**config.mk**
```make
export PLATFORM = sky130hd
export DESIGN_NAME = cascaded_biquad_noise_voice_core
export DESIGN_NICKNAME = d
export VERILOG_FILES = /design/src/rtl/cbnv_pkg.sv /design/src/rtl/cascaded_biquad_noise_voice_core.sv /design/src/rtl/cbnv_ctrl.sv /design/src/rtl/cbnv_dp.sv
export SDC_FILE = /design/constraint.sdc
export NUM_CORES = 2
export LEC_CHECK = 0
export CAP_MARGIN = 20
export CELL_PAD_IN_SITES_DETAIL_PLACEMENT = 1
export CELL_PAD_IN_SITES_GLOBAL_PLACEMENT = 1
export CORE_MARGIN = 4
export CORE_UTILIZATION = 52
export DETAILED_ROUTE_END_ITERATION = 12
export DONT_BUFFER_PORTS = 1
export GPL_ROUTABILITY_DRIVEN = 0
export PLACE_DENSITY = 0.95
export SYNTH_ARGS = -nofsm -noshare
export SYNTH_HDL_FRONTEND = slang
export SYNTH_HIERARCHICAL = 1
export SYNTH_SLANG_ARGS = --single-unit
```
**constraint.sdc**
```tcl
create_clock -name clk -period 13.8 [get_ports clk]
set_clock_uncertainty 0.1 [all_clocks]
set_input_delay 0.69 -clock clk [delete_from_list [all_inputs] [get_ports clk]]
set_output_delay 0.69 -clock clk [all_outputs]
set_load 0.1 [all_outputs]
```
**src/rtl/cbnv_pkg.sv**
```systemverilog
// Shared types and constants for the cascaded biquad noise voice.
package cbnv_pkg;

  localparam int SAMPLE_W  = 16;
  localparam int ENV_W     = 16;
  localparam int MIX_W     = 24;
  localparam int COEF_W    = 32;
  localparam int HIST_W    = 32;
  localparam int ACC_W     = 64;
  localparam int CLIP_W    = 17;
  localparam int CFG_IDX_W = 3;
  localparam int CFG_W     = 64;
  localparam int STEP_W    = 3;

  // last step of a multiply-accumulate pass: five products plus one drain add
  localparam logic [STEP_W-1:0] MAC_LAST = 3'd5;

  // operand pair fed to the shared multiplier during a section pass
  typedef enum logic [2:0] {
    TERM_FEED0,
    TERM_FEED1,
    TERM_FEED2,
    TERM_BACK1,
    TERM_BACK2
  } term_t;

  typedef enum logic [3:0] {
    ST_IDLE,
    ST_MAC1,
    ST_RND1,
    ST_MAC2,
    ST_RND2,
    ST_CLIP,
    ST_GMUL,
    ST_GSCALE,
    ST_MIX
  } state_t;

  typedef struct packed {
    logic  load;       // latch input word, apply restart
    logic  mul_en;     // register a product
    logic  mul_gain;   // product is envelope times clipped output
    logic  sect;       // 0: first section, 1: second section
    term_t term;
    logic  acc_en;
    logic  acc_first;  // accumulator takes the product as is
    logic  fin_m;      // round accumulator into first section result
    logic  fin_y;      // round accumulator into second section result
    logic  clip_en;
    logic  scale_en;
    logic  mix_en;     // final add, load output word, shift histories
  } dp_cmd_t;

  typedef struct packed {
    logic out_free;
  } dp_stat_t;

endpackage

```
**src/rtl/cascaded_biquad_noise_voice_core.sv**
```systemverilog
// Cascaded biquad noise voice: top level joining sequencer and datapath.
//
// One input word per audio sample: raw noise, envelope level, running mix
// and a restart flag that clears all filter history before the sample.
// Each word yields exactly one output word: saturated mix plus the
// filter-clip and gain-clip flags. Both channels use valid/ready.
// Coefficients are written on the cfg channel (index 0..4, 64-bit data,
// low half first section, high half second section); cfg_ready is always
// high and writes are meant to land while the block is idle.
// A single 32x32 multiplier is shared by the ten filter products and the
// envelope product, one per cycle, each section pass being a run of
// multiply-accumulate steps plus one rounding step.
// in_ready is high only when no word is in flight; a finished word waits
// in the output register, and a new word may be accepted meanwhile. If the
// previous output is still not taken when the next one is done, the
// sequencer holds at its final step until out_ready.
// Reset clears coefficients, filter history and the output valid flag.
module cascaded_biquad_noise_voice_core #(
  parameter int COEF_FRAC_BITS = 28
) (
  input  logic                                 clk,
  input  logic                                 rst_n,
  input  logic                                 in_valid,
  output logic                                 in_ready,
  input  logic [cbnv_pkg::SAMPLE_W-1:0]        in_noise_raw,
  input  logic [cbnv_pkg::ENV_W-1:0]           in_envelope_level,
  input  logic signed [cbnv_pkg::MIX_W-1:0]    in_mix_in,
  input  logic                                 in_restart,
  output logic                                 out_valid,
  input  logic                                 out_ready,
  output logic signed [cbnv_pkg::MIX_W-1:0]    out_mix_out,
  output logic                                 out_filter_clipped,
  output logic                                 out_gain_clipped,
  input  logic                                 cfg_valid,
  output logic                                 cfg_ready,
  input  logic [cbnv_pkg::CFG_IDX_W-1:0]       cfg_index,
  input  logic [cbnv_pkg::CFG_W-1:0]           cfg_data
);

  cbnv_pkg::dp_cmd_t  cmd;
  cbnv_pkg::dp_stat_t stat;

  assign cfg_ready = 1'b1;

  cbnv_ctrl u_ctrl (
    .clk      (clk),
    .rst_n    (rst_n),
    .in_valid (in_valid),
    .in_ready (in_ready),
    .stat     (stat),
    .cmd      (cmd)
  );

  cbnv_dp #(
    .COEF_FRAC_BITS (COEF_FRAC_BITS)
  ) u_dp (
    .clk                (clk),
    .rst_n              (rst_n),
    .cmd                (cmd),
    .stat               (stat),
    .cfg_we             (cfg_valid && cfg_ready),
    .cfg_index          (cfg_index),
    .cfg_data           (cfg_data),
    .in_noise_raw       (in_noise_raw),
    .in_envelope_level  (in_envelope_level),
    .in_mix_in          (in_mix_in),
    .in_restart         (in_restart),
    .out_valid          (out_valid),
    .out_ready          (out_ready),
    .out_mix_out        (out_mix_out),
    .out_filter_clipped (out_filter_clipped),
    .out_gain_clipped   (out_gain_clipped)
  );

endmodule

```
**src/rtl/cbnv_ctrl.sv**
```systemverilog
// Sequencer for the cascaded biquad noise voice datapath.
module cbnv_ctrl (
  input  logic               clk,
  input  logic               rst_n,
  input  logic               in_valid,
  output logic               in_ready,
  input  cbnv_pkg::dp_stat_t stat,
  output cbnv_pkg::dp_cmd_t  cmd
);

  cbnv_pkg::state_t               state_r, state_nxt;
  logic [cbnv_pkg::STEP_W-1:0]    step_r, step_nxt;

  always_ff @(posedge clk) begin
    if (!rst_n) begin
      state_r <= cbnv_pkg::ST_IDLE;
      step_r  <= '0;
    end else begin
      state_r <= state_nxt;
      step_r  <= step_nxt;
    end
  end

  // next state
  always_comb begin
    state_nxt = state_r;
    step_nxt  = step_r;
    unique case (state_r)
      cbnv_pkg::ST_IDLE: begin
        step_nxt = '0;
        if (in_valid) state_nxt = cbnv_pkg::ST_MAC1;
      end
      cbnv_pkg::ST_MAC1: begin
        if (step_r == cbnv_pkg::MAC_LAST) begin
          step_nxt  = '0;
          state_nxt = cbnv_pkg::ST_RND1;
        end else begin
          step_nxt = step_r + 1'b1;
        end
      end
      cbnv_pkg::ST_RND1: state_nxt = cbnv_pkg::ST_MAC2;
      cbnv_pkg::ST_MAC2: begin
        if (step_r == cbnv_pkg::MAC_LAST) begin
          step_nxt  = '0;
          state_nxt = cbnv_pkg::ST_RND2;
        end else begin
          step_nxt = step_r + 1'b1;
        end
      end
      cbnv_pkg::ST_RND2:   state_nxt = cbnv_pkg::ST_CLIP;
      cbnv_pkg::ST_CLIP:   state_nxt = cbnv_pkg::ST_GMUL;
      cbnv_pkg::ST_GMUL:   state_nxt = cbnv_pkg::ST_GSCALE;
      cbnv_pkg::ST_GSCALE: state_nxt = cbnv_pkg::ST_MIX;
      cbnv_pkg::ST_MIX: begin
        if (stat.out_free) state_nxt = cbnv_pkg::ST_IDLE;
      end
      default: begin
        state_nxt = cbnv_pkg::ST_IDLE;
        step_nxt  = '0;
      end
    endcase
  end

  // outputs
  always_comb begin
    cmd      = '0;
    cmd.term = cbnv_pkg::TERM_FEED0;
    in_ready = 1'b0;
    unique case (state_r)
      cbnv_pkg::ST_IDLE: begin
        in_ready = 1'b1;
        cmd.load = in_valid;
      end
      cbnv_pkg::ST_MAC1, cbnv_pkg::ST_MAC2: begin
        cmd.sect      = (state_r == cbnv_pkg::ST_MAC2);
        cmd.mul_en    = (step_r != cbnv_pkg::MAC_LAST);
        cmd.acc_en    = (step_r != '0);
        cmd.acc_first = (step_r == 3'd1);
        if (step_r != cbnv_pkg::MAC_LAST) cmd.term = cbnv_pkg::term_t'(step_r);
      end
      cbnv_pkg::ST_RND1:   cmd.fin_m = 1'b1;
      cbnv_pkg::ST_RND2:   cmd.fin_y = 1'b1;
      cbnv_pkg::ST_CLIP:   cmd.clip_en = 1'b1;
      cbnv_pkg::ST_GMUL: begin
        cmd.mul_en   = 1'b1;
        cmd.mul_gain = 1'b1;
      end
      cbnv_pkg::ST_GSCALE: cmd.scale_en = 1'b1;
      cbnv_pkg::ST_MIX:    cmd.mix_en = stat.out_free;
      default: ;
    endcase
  end

endmodule

```
**src/rtl/cbnv_dp.sv**
```systemverilog
// Datapath: coefficients, filter history, shared multiplier, accumulator and output word.
module cbnv_dp #(
  parameter int COEF_FRAC_BITS = 28
) (
  input  logic                                 clk,
  input  logic                                 rst_n,
  input  cbnv_pkg::dp_cmd_t                    cmd,
  output cbnv_pkg::dp_stat_t                   stat,
  input  logic                                 cfg_we,
  input  logic [cbnv_pkg::CFG_IDX_W-1:0]       cfg_index,
  input  logic [cbnv_pkg::CFG_W-1:0]           cfg_data,
  input  logic [cbnv_pkg::SAMPLE_W-1:0]        in_noise_raw,
  input  logic [cbnv_pkg::ENV_W-1:0]           in_envelope_level,
  input  logic signed [cbnv_pkg::MIX_W-1:0]    in_mix_in,
  input  logic                                 in_restart,
  output logic                                 out_valid,
  input  logic                                 out_ready,
  output logic signed [cbnv_pkg::MIX_W-1:0]    out_mix_out,
  output logic                                 out_filter_clipped,
  output logic                                 out_gain_clipped
);

  localparam logic [cbnv_pkg::CFG_IDX_W-1:0] CFG_FEED0 = 3'd0;
  localparam logic [cbnv_pkg::CFG_IDX_W-1:0] CFG_FEED1 = 3'd1;
  localparam logic [cbnv_pkg::CFG_IDX_W-1:0] CFG_FEED2 = 3'd2;
  localparam logic [cbnv_pkg::CFG_IDX_W-1:0] CFG_BACK1 = 3'd3;
  localparam logic [cbnv_pkg::CFG_IDX_W-1:0] CFG_BACK2 = 3'd4;

  localparam logic signed [cbnv_pkg::ACC_W-1:0] RND_HALF =
    64'sd1 <<< (COEF_FRAC_BITS - 1);
  localparam logic signed [31:0]  UNITY32 = 32'sd32768;
  localparam logic signed [33:0]  UNITY34 = 34'sd32768;
  localparam logic signed [cbnv_pkg::CLIP_W-1:0] UNITY17 = 17'sd32768;
  localparam logic signed [cbnv_pkg::MIX_W:0] MIX_MAX = 25'sd8388607;
  localparam logic signed [cbnv_pkg::MIX_W:0] MIX_MIN = -25'sd8388608;

  function automatic logic signed [63:0] sat_add(input logic signed [63:0] a,
                                                 input logic signed [63:0] b);
    logic signed [64:0] s;
    s = {a[63], a} + {b[63], b};
    if (s[64] != s[63]) begin
      sat_add = s[64] ? {1'b1, 63'd0} : {1'b0, {63{1'b1}}};
    end else begin
      sat_add = s[63:0];
    end
  endfunction

  logic [cbnv_pkg::CFG_W-1:0] feed0_r, feed1_r, feed2_r, back1_r, back2_r;

  logic signed [cbnv_pkg::SAMPLE_W-1:0] x_r, xh1_r, xh2_r;
  logic signed [cbnv_pkg::HIST_W-1:0]   mh1_r, mh2_r, yh1_r, yh2_r;
  logic [cbnv_pkg::ENV_W-1:0]           env_r;
  logic signed [cbnv_pkg::MIX_W-1:0]    mix_r;

  logic signed [cbnv_pkg::ACC_W-1:0]    prod_r, acc_r;
  logic signed [cbnv_pkg::HIST_W-1:0]   m_r, y_r;
  logic signed [cbnv_pkg::CLIP_W-1:0]   yc_r, g_r;
  logic                                 fclip_r, gclip_r;

  logic                                 out_valid_r;
  logic signed [cbnv_pkg::MIX_W-1:0]    out_mix_r;
  logic                                 out_fclip_r, out_gclip_r;

  // configuration writes
  always_ff @(posedge clk) begin
    if (!rst_n) begin
      feed0_r <= '0;
      feed1_r <= '0;
      feed2_r <= '0;
      back1_r <= '0;
      back2_r <= '0;
    end else if (cfg_we) begin
      unique case (cfg_index)
        CFG_FEED0: feed0_r <= cfg_data;
        CFG_FEED1: feed1_r <= cfg_data;
        CFG_FEED2: feed2_r <= cfg_data;
        CFG_BACK1: back1_r <= cfg_data;
        CFG_BACK2: back2_r <= cfg_data;
        default: ;
      endcase
    end
  end

  // operand selection for the shared multiplier
  logic [cbnv_pkg::CFG_W-1:0]           coef_pair;
  logic signed [cbnv_pkg::COEF_W-1:0]   op_a, op_b;
  logic signed [cbnv_pkg::ACC_W-1:0]    prod_c;

  always_comb begin
    coef_pair = feed0_r;
    op_b      = '0;
    unique case (cmd.term)
      cbnv_pkg::TERM_FEED0: begin
        coef_pair = feed0_r;
        op_b = cmd.sect ? m_r : 32'(x_r);
      end
      cbnv_pkg::TERM_FEED1: begin
        coef_pair = feed1_r;
        op_b = cmd.sect ? mh1_r : 32'(xh1_r);
      end
      cbnv_pkg::TERM_FEED2: begin
        coef_pair = feed2_r;
        op_b = cmd.sect ? mh2_r : 32'(xh2_r);
      end
      cbnv_pkg::TERM_BACK1: begin
        coef_pair = back1_r;
        op_b = cmd.sect ? yh1_r : mh1_r;
      end
      cbnv_pkg::TERM_BACK2: begin
        coef_pair = back2_r;
        op_b = cmd.sect ? yh2_r : mh2_r;
      end
      default: ;
    endcase
    op_a = cmd.sect ? $signed(coef_pair[63:32]) : $signed(coef_pair[31:0]);
    if (cmd.mul_gain) begin
      op_a = $signed({16'd0, env_r});
      op_b = 32'(yc_r);
    end
  end

  assign prod_c = op_a * op_b;

  // rounding of the accumulator back to a 32-bit sample
  logic signed [cbnv_pkg::ACC_W-1:0]  acc_rnd, acc_shf;
  logic signed [cbnv_pkg::HIST_W-1:0] rnd_res;

  always_comb begin
    acc_rnd = sat_add(acc_r, RND_HALF);
    acc_shf = acc_rnd >>> COEF_FRAC_BITS;
    if (acc_shf[63:31] != {33{acc_shf[63]}}) begin
      rnd_res = acc_shf[63] ? {1'b1, 31'd0} : {1'b0, {31{1'b1}}};
    end else begin
      rnd_res = acc_shf[31:0];
    end
  end

  // envelope scaling: product fits in 33 bits
  logic signed [33:0] gp_rnd, gp_shf;
  assign gp_rnd = prod_r[33:0] + 34'sd128;
  assign gp_shf = gp_rnd >>> 8;

  logic signed [cbnv_pkg::MIX_W:0] mix_sum;
  assign mix_sum = {mix_r[cbnv_pkg::MIX_W-1], mix_r} + (cbnv_pkg::MIX_W+1)'(g_r);

  // filter history: cleared on a restart load, shifted at the final add
  always_ff @(posedge clk) begin
    if (!rst_n) begin
      xh1_r <= '0;
      xh2_r <= '0;
      mh1_r <= '0;
      mh2_r <= '0;
      yh1_r <= '0;
      yh2_r <= '0;
    end else if (cmd.load && in_restart) begin
      xh1_r <= '0;
      xh2_r <= '0;
      mh1_r <= '0;
      mh2_r <= '0;
      yh1_r <= '0;
      yh2_r <= '0;
    end else if (cmd.mix_en) begin
      xh2_r <= xh1_r;
      xh1_r <= x_r;
      mh2_r <= mh1_r;
      mh1_r <= m_r;
      yh2_r <= yh1_r;
      yh1_r <= y_r;
    end
  end

  // datapath payload registers
  always_ff @(posedge clk) begin
    if (cmd.load) begin
      // raw word minus half scale: flip the top bit
      x_r   <= $signed({~in_noise_raw[15], in_noise_raw[14:0]});
      env_r <= in_envelope_level;
      mix_r <= in_mix_in;
    end
    if (cmd.mul_en) prod_r <= prod_c;
    if (cmd.acc_en) acc_r <= cmd.acc_first ? prod_r : sat_add(acc_r, prod_r);
    if (cmd.fin_m) m_r <= rnd_res;
    if (cmd.fin_y) y_r <= rnd_res;
    if (cmd.clip_en) begin
      if (y_r > UNITY32) begin
        yc_r    <= UNITY17;
        fclip_r <= 1'b1;
      end else if (y_r < -UNITY32) begin
        yc_r    <= -UNITY17;
        fclip_r <= 1'b1;
      end else begin
        yc_r    <= y_r[cbnv_pkg::CLIP_W-1:0];
        fclip_r <= 1'b0;
      end
    end
    if (cmd.scale_en) begin
      if (gp_shf > UNITY34) begin
        g_r     <= UNITY17;
        gclip_r <= 1'b1;
      end else if (gp_shf < -UNITY34) begin
        g_r     <= -UNITY17;
        gclip_r <= 1'b1;
      end else begin
        g_r     <= gp_shf[cbnv_pkg::CLIP_W-1:0];
        gclip_r <= 1'b0;
      end
    end
    if (cmd.mix_en) begin
      if (mix_sum > MIX_MAX) begin
        out_mix_r <= MIX_MAX[cbnv_pkg::MIX_W-1:0];
      end else if (mix_sum < MIX_MIN) begin
        out_mix_r <= MIX_MIN[cbnv_pkg::MIX_W-1:0];
      end else begin
        out_mix_r <= mix_sum[cbnv_pkg::MIX_W-1:0];
      end
      out_fclip_r <= fclip_r;
      out_gclip_r <= gclip_r;
    end
  end

  // output word holding register
  always_ff @(posedge clk) begin
    if (!rst_n) begin
      out_valid_r <= 1'b0;
    end else if (cmd.mix_en) begin
      out_valid_r <= 1'b1;
    end else if (out_ready) begin
      out_valid_r <= 1'b0;
    end
  end

  assign stat.out_free      = !out_valid_r || out_ready;
  assign out_valid          = out_valid_r;
  assign out_mix_out        = out_mix_r;
  assign out_filter_clipped = out_fclip_r;
  assign out_gain_clipped   = out_gclip_r;

endmodule

```
==> results.md, run 1 <==
- Status: did not finish
- Stage reached: 5_1_grt
- Log Error: [ERROR GRT-0116] Global routing finished with congestion. Check the congestion regions in the DRC Viewer.
- Post-synth EDFFs: 310
- Die width: 391 µm
- H-tree levels: 3
- Cells after synthesis: 8258
- Total GRT Usage: 72.8%
- Post-CTS setup buffer count: 0
- Largest net degree at the start of global routing: 330
- Clock Tree Buf Depth: 3
- Main combinational cell family by area after synthesis: adder cells
- Xor/xnor cell area share of the yosys netlist: 2.36%
- I/O pin count: 158
- CTS root buf: clkbuf_16
- Hpwl dp: 245 mm
- Total clock sinks: 798
- IO Port Bufs: 0
- Synth warnings: 6
- Synth Flop Type: dfxtp_1
- Site row count: 140
- Yosys cell types: 103
- Average size of a mapped cell: 9.22 µm²
- Num CTS Buffers: 86
- Async SR Flop Fraction: 0%
- Post_cts resized: 0
- Synth Area in Adders: 33.2%
- Synthesized cell area: 76100 µm²
- Grt ovf: 452
- Sequential area share after synthesis: 25.1%
- Compound-cell area share of the yosys netlist: 12.0%
- Simple-gate area share of the yosys netlist: 14.8%
- Post-synthesis mux area share: 4.88%
- Starting density of the core: 52.3%
- Number of synthesized register bits: 798
- Post-Syn Nets: 9747
- Die H: 391 µm
- First-pass GRT wire length: 791 mm
- Vias in the first global route: 96000
-- synth_stat cells, drive strengths merged (22+ instances only) --
master / count / area share [%]
nor2b: 67 / 0.55
o211ai: 33 / 0.35
a22o: 38 / 0.44
mux2: 110 / 1.6
nor2: 774 / 3.8
o21bai: 22 / 0.22
fa: 1084 / 29
and3: 31 / 0.26
and2: 86 / 0.71
buf: 128 / 0.81
dfxtp: 488 / 13
xor2: 69 / 0.79
nand3: 59 / 0.39
a21o: 128 / 1.3
o21a: 22 / 0.22
o21ai: 236 / 1.6
nor3: 29 / 0.21
inv: 1061 / 5.2
a22oi: 101 / 1.0
nand2b: 54 / 0.44
a31oi: 46 / 0.38
nand4: 51 / 0.46
a211oi: 24 / 0.25
ha: 276 / 4.5
a21boi: 327 / 3.2
clkbuf: 328 / 1.6
mux2i: 223 / 2.9
a21oi: 242 / 1.6
xnor2: 136 / 1.6
nand2: 1458 / 7.2
edfxtp: 310 / 12
-- kinds of logic after synthesis --
| family | Yosys count |
|---|---|
| mux | 344 |
| flops | 798 |
| buf+inv | 1518 |
| other cells | 1 |
| xor+xnor | 205 |
| fa+ha+maj | 1372 |
| simple gates | 2681 |
| compound gates | 1339 |
-- repair_timing --
action,in CTS
endpoints found under the setup margin,0
hold endpoints to repair,102
hold buffers,79
-- metal layers --
metal,overflow,global-route usage [%]
met5,3,43.7
met2,191,84.8
met3,48,62.7
met1,38,72.0
met4,172,72.1
-- through the flow --
step,instances,util (%),area (µm²),hold WS [ns],setup slack (ns)
2_1_floorplan,8258,-,76100,0.300,3.61
3_3_place_gp,9862,53.7,78100,0.308,1.76
3_5_place_dp,9870,53.8,78300,0.311,0.900
4_1_cts,10100,56.3,81900,0.000104,0.460
==> run 2, diff against run 1 <==
CELL_PAD_IN_SITES_DETAIL_PLACEMENT = default   (was 1)
CELL_PAD_IN_SITES_GLOBAL_PLACEMENT = default   (was 1)
CORE_UTILIZATION = 40   (was 52)
PLACE_DENSITY = default   (was 0.95)
PLACE_DENSITY_LB_ADDON = 0.15   (was default)
==> run 2 against run 1 <==
- the flow now finishes without violations
- synthesized area is the same
- synthesized cell count did not move
==> results.md, run 2 <==
- Final hold slack: 0.0494 ns
- Post-DRT Antenna Nets: 0
- Total GRT Usage: 26.4%
- Layout cells sized above 1: 6.94%
- Yosys cell types: 103 (unchanged)
- Commonest non-fill, non-tap cell in the layout: nand2_1
- Starting density of the core: 40.4% (-12 points)
- Clock Tree Buf Depth: 3 (unchanged)
- Top routing layer in use: met5
- Post-layout util: 44.3%
- IO Port Bufs: 0 (unchanged)
- Top cells by area, synth: fa_1, dfxtp_1, edfxtp_1
- Largest net degree at the start of global routing: 323
- CP Capture Type: flop
- Most frequent cells in the layout: nand2_1, fa_1, inv_1, nor2_1, dfxtp_1
- Worst ir drop on vdd: 0.120 mV
- M1 WL: 110 mm
- Num CTS Buffers: 94 (+9.3%)
- Vias in the first global route: 60500
- Total of max-cap violations: 0
- CP Data Required Time: 14.14 ns
- Vias per inst: 5.47
- Critical-path maximum fanout: 22
- Synth warnings: 6 (unchanged)
- FF+latch area: 19100 µm²
- Initial antenna violation count: 10
- DR WL/cell: 24.3 µm
- Setup TNS: 0 ns
- Fin nets: 9670
- Final period util: 88.6%
- Post-Syn Nets: 9747 (unchanged)
- Area Overhead vs Synth: 9.71%
- I/O pin count: 158 (unchanged)
- Final hold vios: 0
- H-tree levels: 3 (unchanged)
- Final wirelength: 262 mm
- Sequential area share after synthesis: 25.1% (unchanged)
- WL met2: 120 mm
- Final Max Tran Viols: 0
- Synth top cells by count: nand2_1, fa_1, inv_1, nor2_1, dfxtp_1
- Number of synthesized register bits: 798 (unchanged)
- CP arrival: 12.57 ns
- Final setup vio count: 0
- Die ar.: 197000 µm²
- Die width: 444 µm (+14%)
- Met3 wire length: 18.9 mm
- Setup crit start kind: flop
- Area fraction of the dominant cell type after synthesis: 28.5% (unchanged)
- Synthesized cell area: 76100 µm² (unchanged)
- CP max stage cell: and3b_2
- Total clock sinks: 798 (unchanged)
- Hpwl dp: 197 mm (-19%)
- Non-Filler Instances: 10800
- Max stage delay on crit path: 0.64 ns
- Core area: 189000 µm²
- Pleak: 34.5 nW
- Kind of critical path: reg2reg
- Synth area leader: fa_1
- Cells after synthesis: 8258 (unchanged)
- Placed insts: 10500 (+6.0%)
- Drt initial violations: 4817
- Synth Flop Type: dfxtp_1
- First-pass GRT wire length: 394 mm
- Relative slew slack: 24.3%
- CTS tree: yes
- Worst-path clk slew: 0.06 ns
- PD cells: 148 nW/µm²
- Clk Latency, worst-skew pair: 0.74 ns
- CP most frequent cell: fa_1
- Vias: 58800
- Worst slew pin tran: 1.14 ns
- RSZ-0062 raised after global routing: false
- DR pass1 iterations: 7
- Die H: 444 µm (+14%)
- CTS root buf: clkbuf_16
- # fillers: 18400
- Fmax: 0.0818 GHz
- Period minus WS final: 12.23 ns
- Footprint of the multi-input gates: 51600 µm²
- Status: finished clean
- DRC viols: 0
- Average size of a mapped cell: 9.22 µm² (unchanged)
- Post_cts resized: 0 (unchanged)
- Post-synth EDFFs: 310 (unchanged)
- Grt ovf: 0
- Count leader, synth: nand2_1
- Site row count: 159 (+14%)
- Async SR Flop Fraction: 0% (unchanged)
- Worst Hold Class: in2reg
[run 2: cell counts after synthesis]
Identical to the previous run, type by type.
[run 2: critical path, delay by kind of cell, from the launching register on]
| family | cells | cell delay, ns |
|---|---|---|
| buffers and inverters | 6 | 0.94 |
| and+or+nand+nor | 9 | 3.45 |
| xor gates and xnor gates | 1 | 0.09 |
| adders and majority gates | 9 | 4.35 |
| DFF | 1 | 0.54 |
| AOI/OAI and AO/OA | 8 | 2.42 |
[run 2: logic make-up (layout without fill, tap and decap cells)]
family / Yosys count / count (layout) / share of synthesized area (%)
muxes: 344 / 344 / 4.88
other: 1 / 4 / 0.00493
adders and majority gates: 1372 / 1372 / 33.2
and+or+nand+nor: 2681 / 2681 / 14.8
DFF: 798 / 798 / 25.1
AOI/OAI and AO/OA: 1339 / 1339 / 12.0
buffers and inverters: 1518 / 1520 / 7.67
xor gates and xnor gates: 205 / 205 / 2.36
[run 2: repair_timing]
action / CTS / global route
setup buffers: 0 / 0
hold endpoints to repair: 279 / 0
hold buffers: 117 / 0
[run 2: final cells by class]
type                            count  share of cell area (%)
Antenna cell                        3                 0.00899
Clock buffer                      131                    3.21
Clock inverter                     44                   0.664
Inverter                         1062                    4.77
Multi-Input combinational cell   5942                    61.8
Sequential cell                   798                    22.8
Tap cell                         2495                    3.74
Timing Repair Buffer              283                    2.99
[run 2: per-layer routing]
metal	GRT usage (%)	up-vias
met2	42.1	2077
li1	-	26400
met1	35.3	29900
met4	10.8	4
met5	0	-
met3	4.99	403
[run 2: path summary, 6_finish.rpt]
path / cells past startpoint / from / slack (ns) / end
max: 33 / u_ctrl/state_r[0] / 1.57 / u_dp/prod_r[63]
min: 2 / cfg_data[48] / 0.05 / u_dp/back2_r[48]
max reg2reg: 33 / u_ctrl/state_r[0] / 1.57 / u_dp/prod_r[63]
min reg2reg: 0 / u_dp/fclip_r / 0.32 / u_dp/out_filter_clipped
[run 2: where the power goes]
group	switching, mW	leakage, nW	internal [mW]
logic	4.19	26.2	2.50
registers	0.239	6.77	2.87
clock network	1.10	1.58	1.49
total	5.53	34.5	6.86
[run 2: per-stage QoR]
stage	setup slack [ns]	area, µm²	power (mW)
final	1.57	83500	12.4
after global routing	0.928	83500	13.2
after CTS	1.63	83500	12.4
after detailed placement	1.69	79100	9.68
after global placement	1.76	79100	9.63
after floorplan	3.61	76100	7.54
No activity file was read; power rests on OpenSTA's default activity.
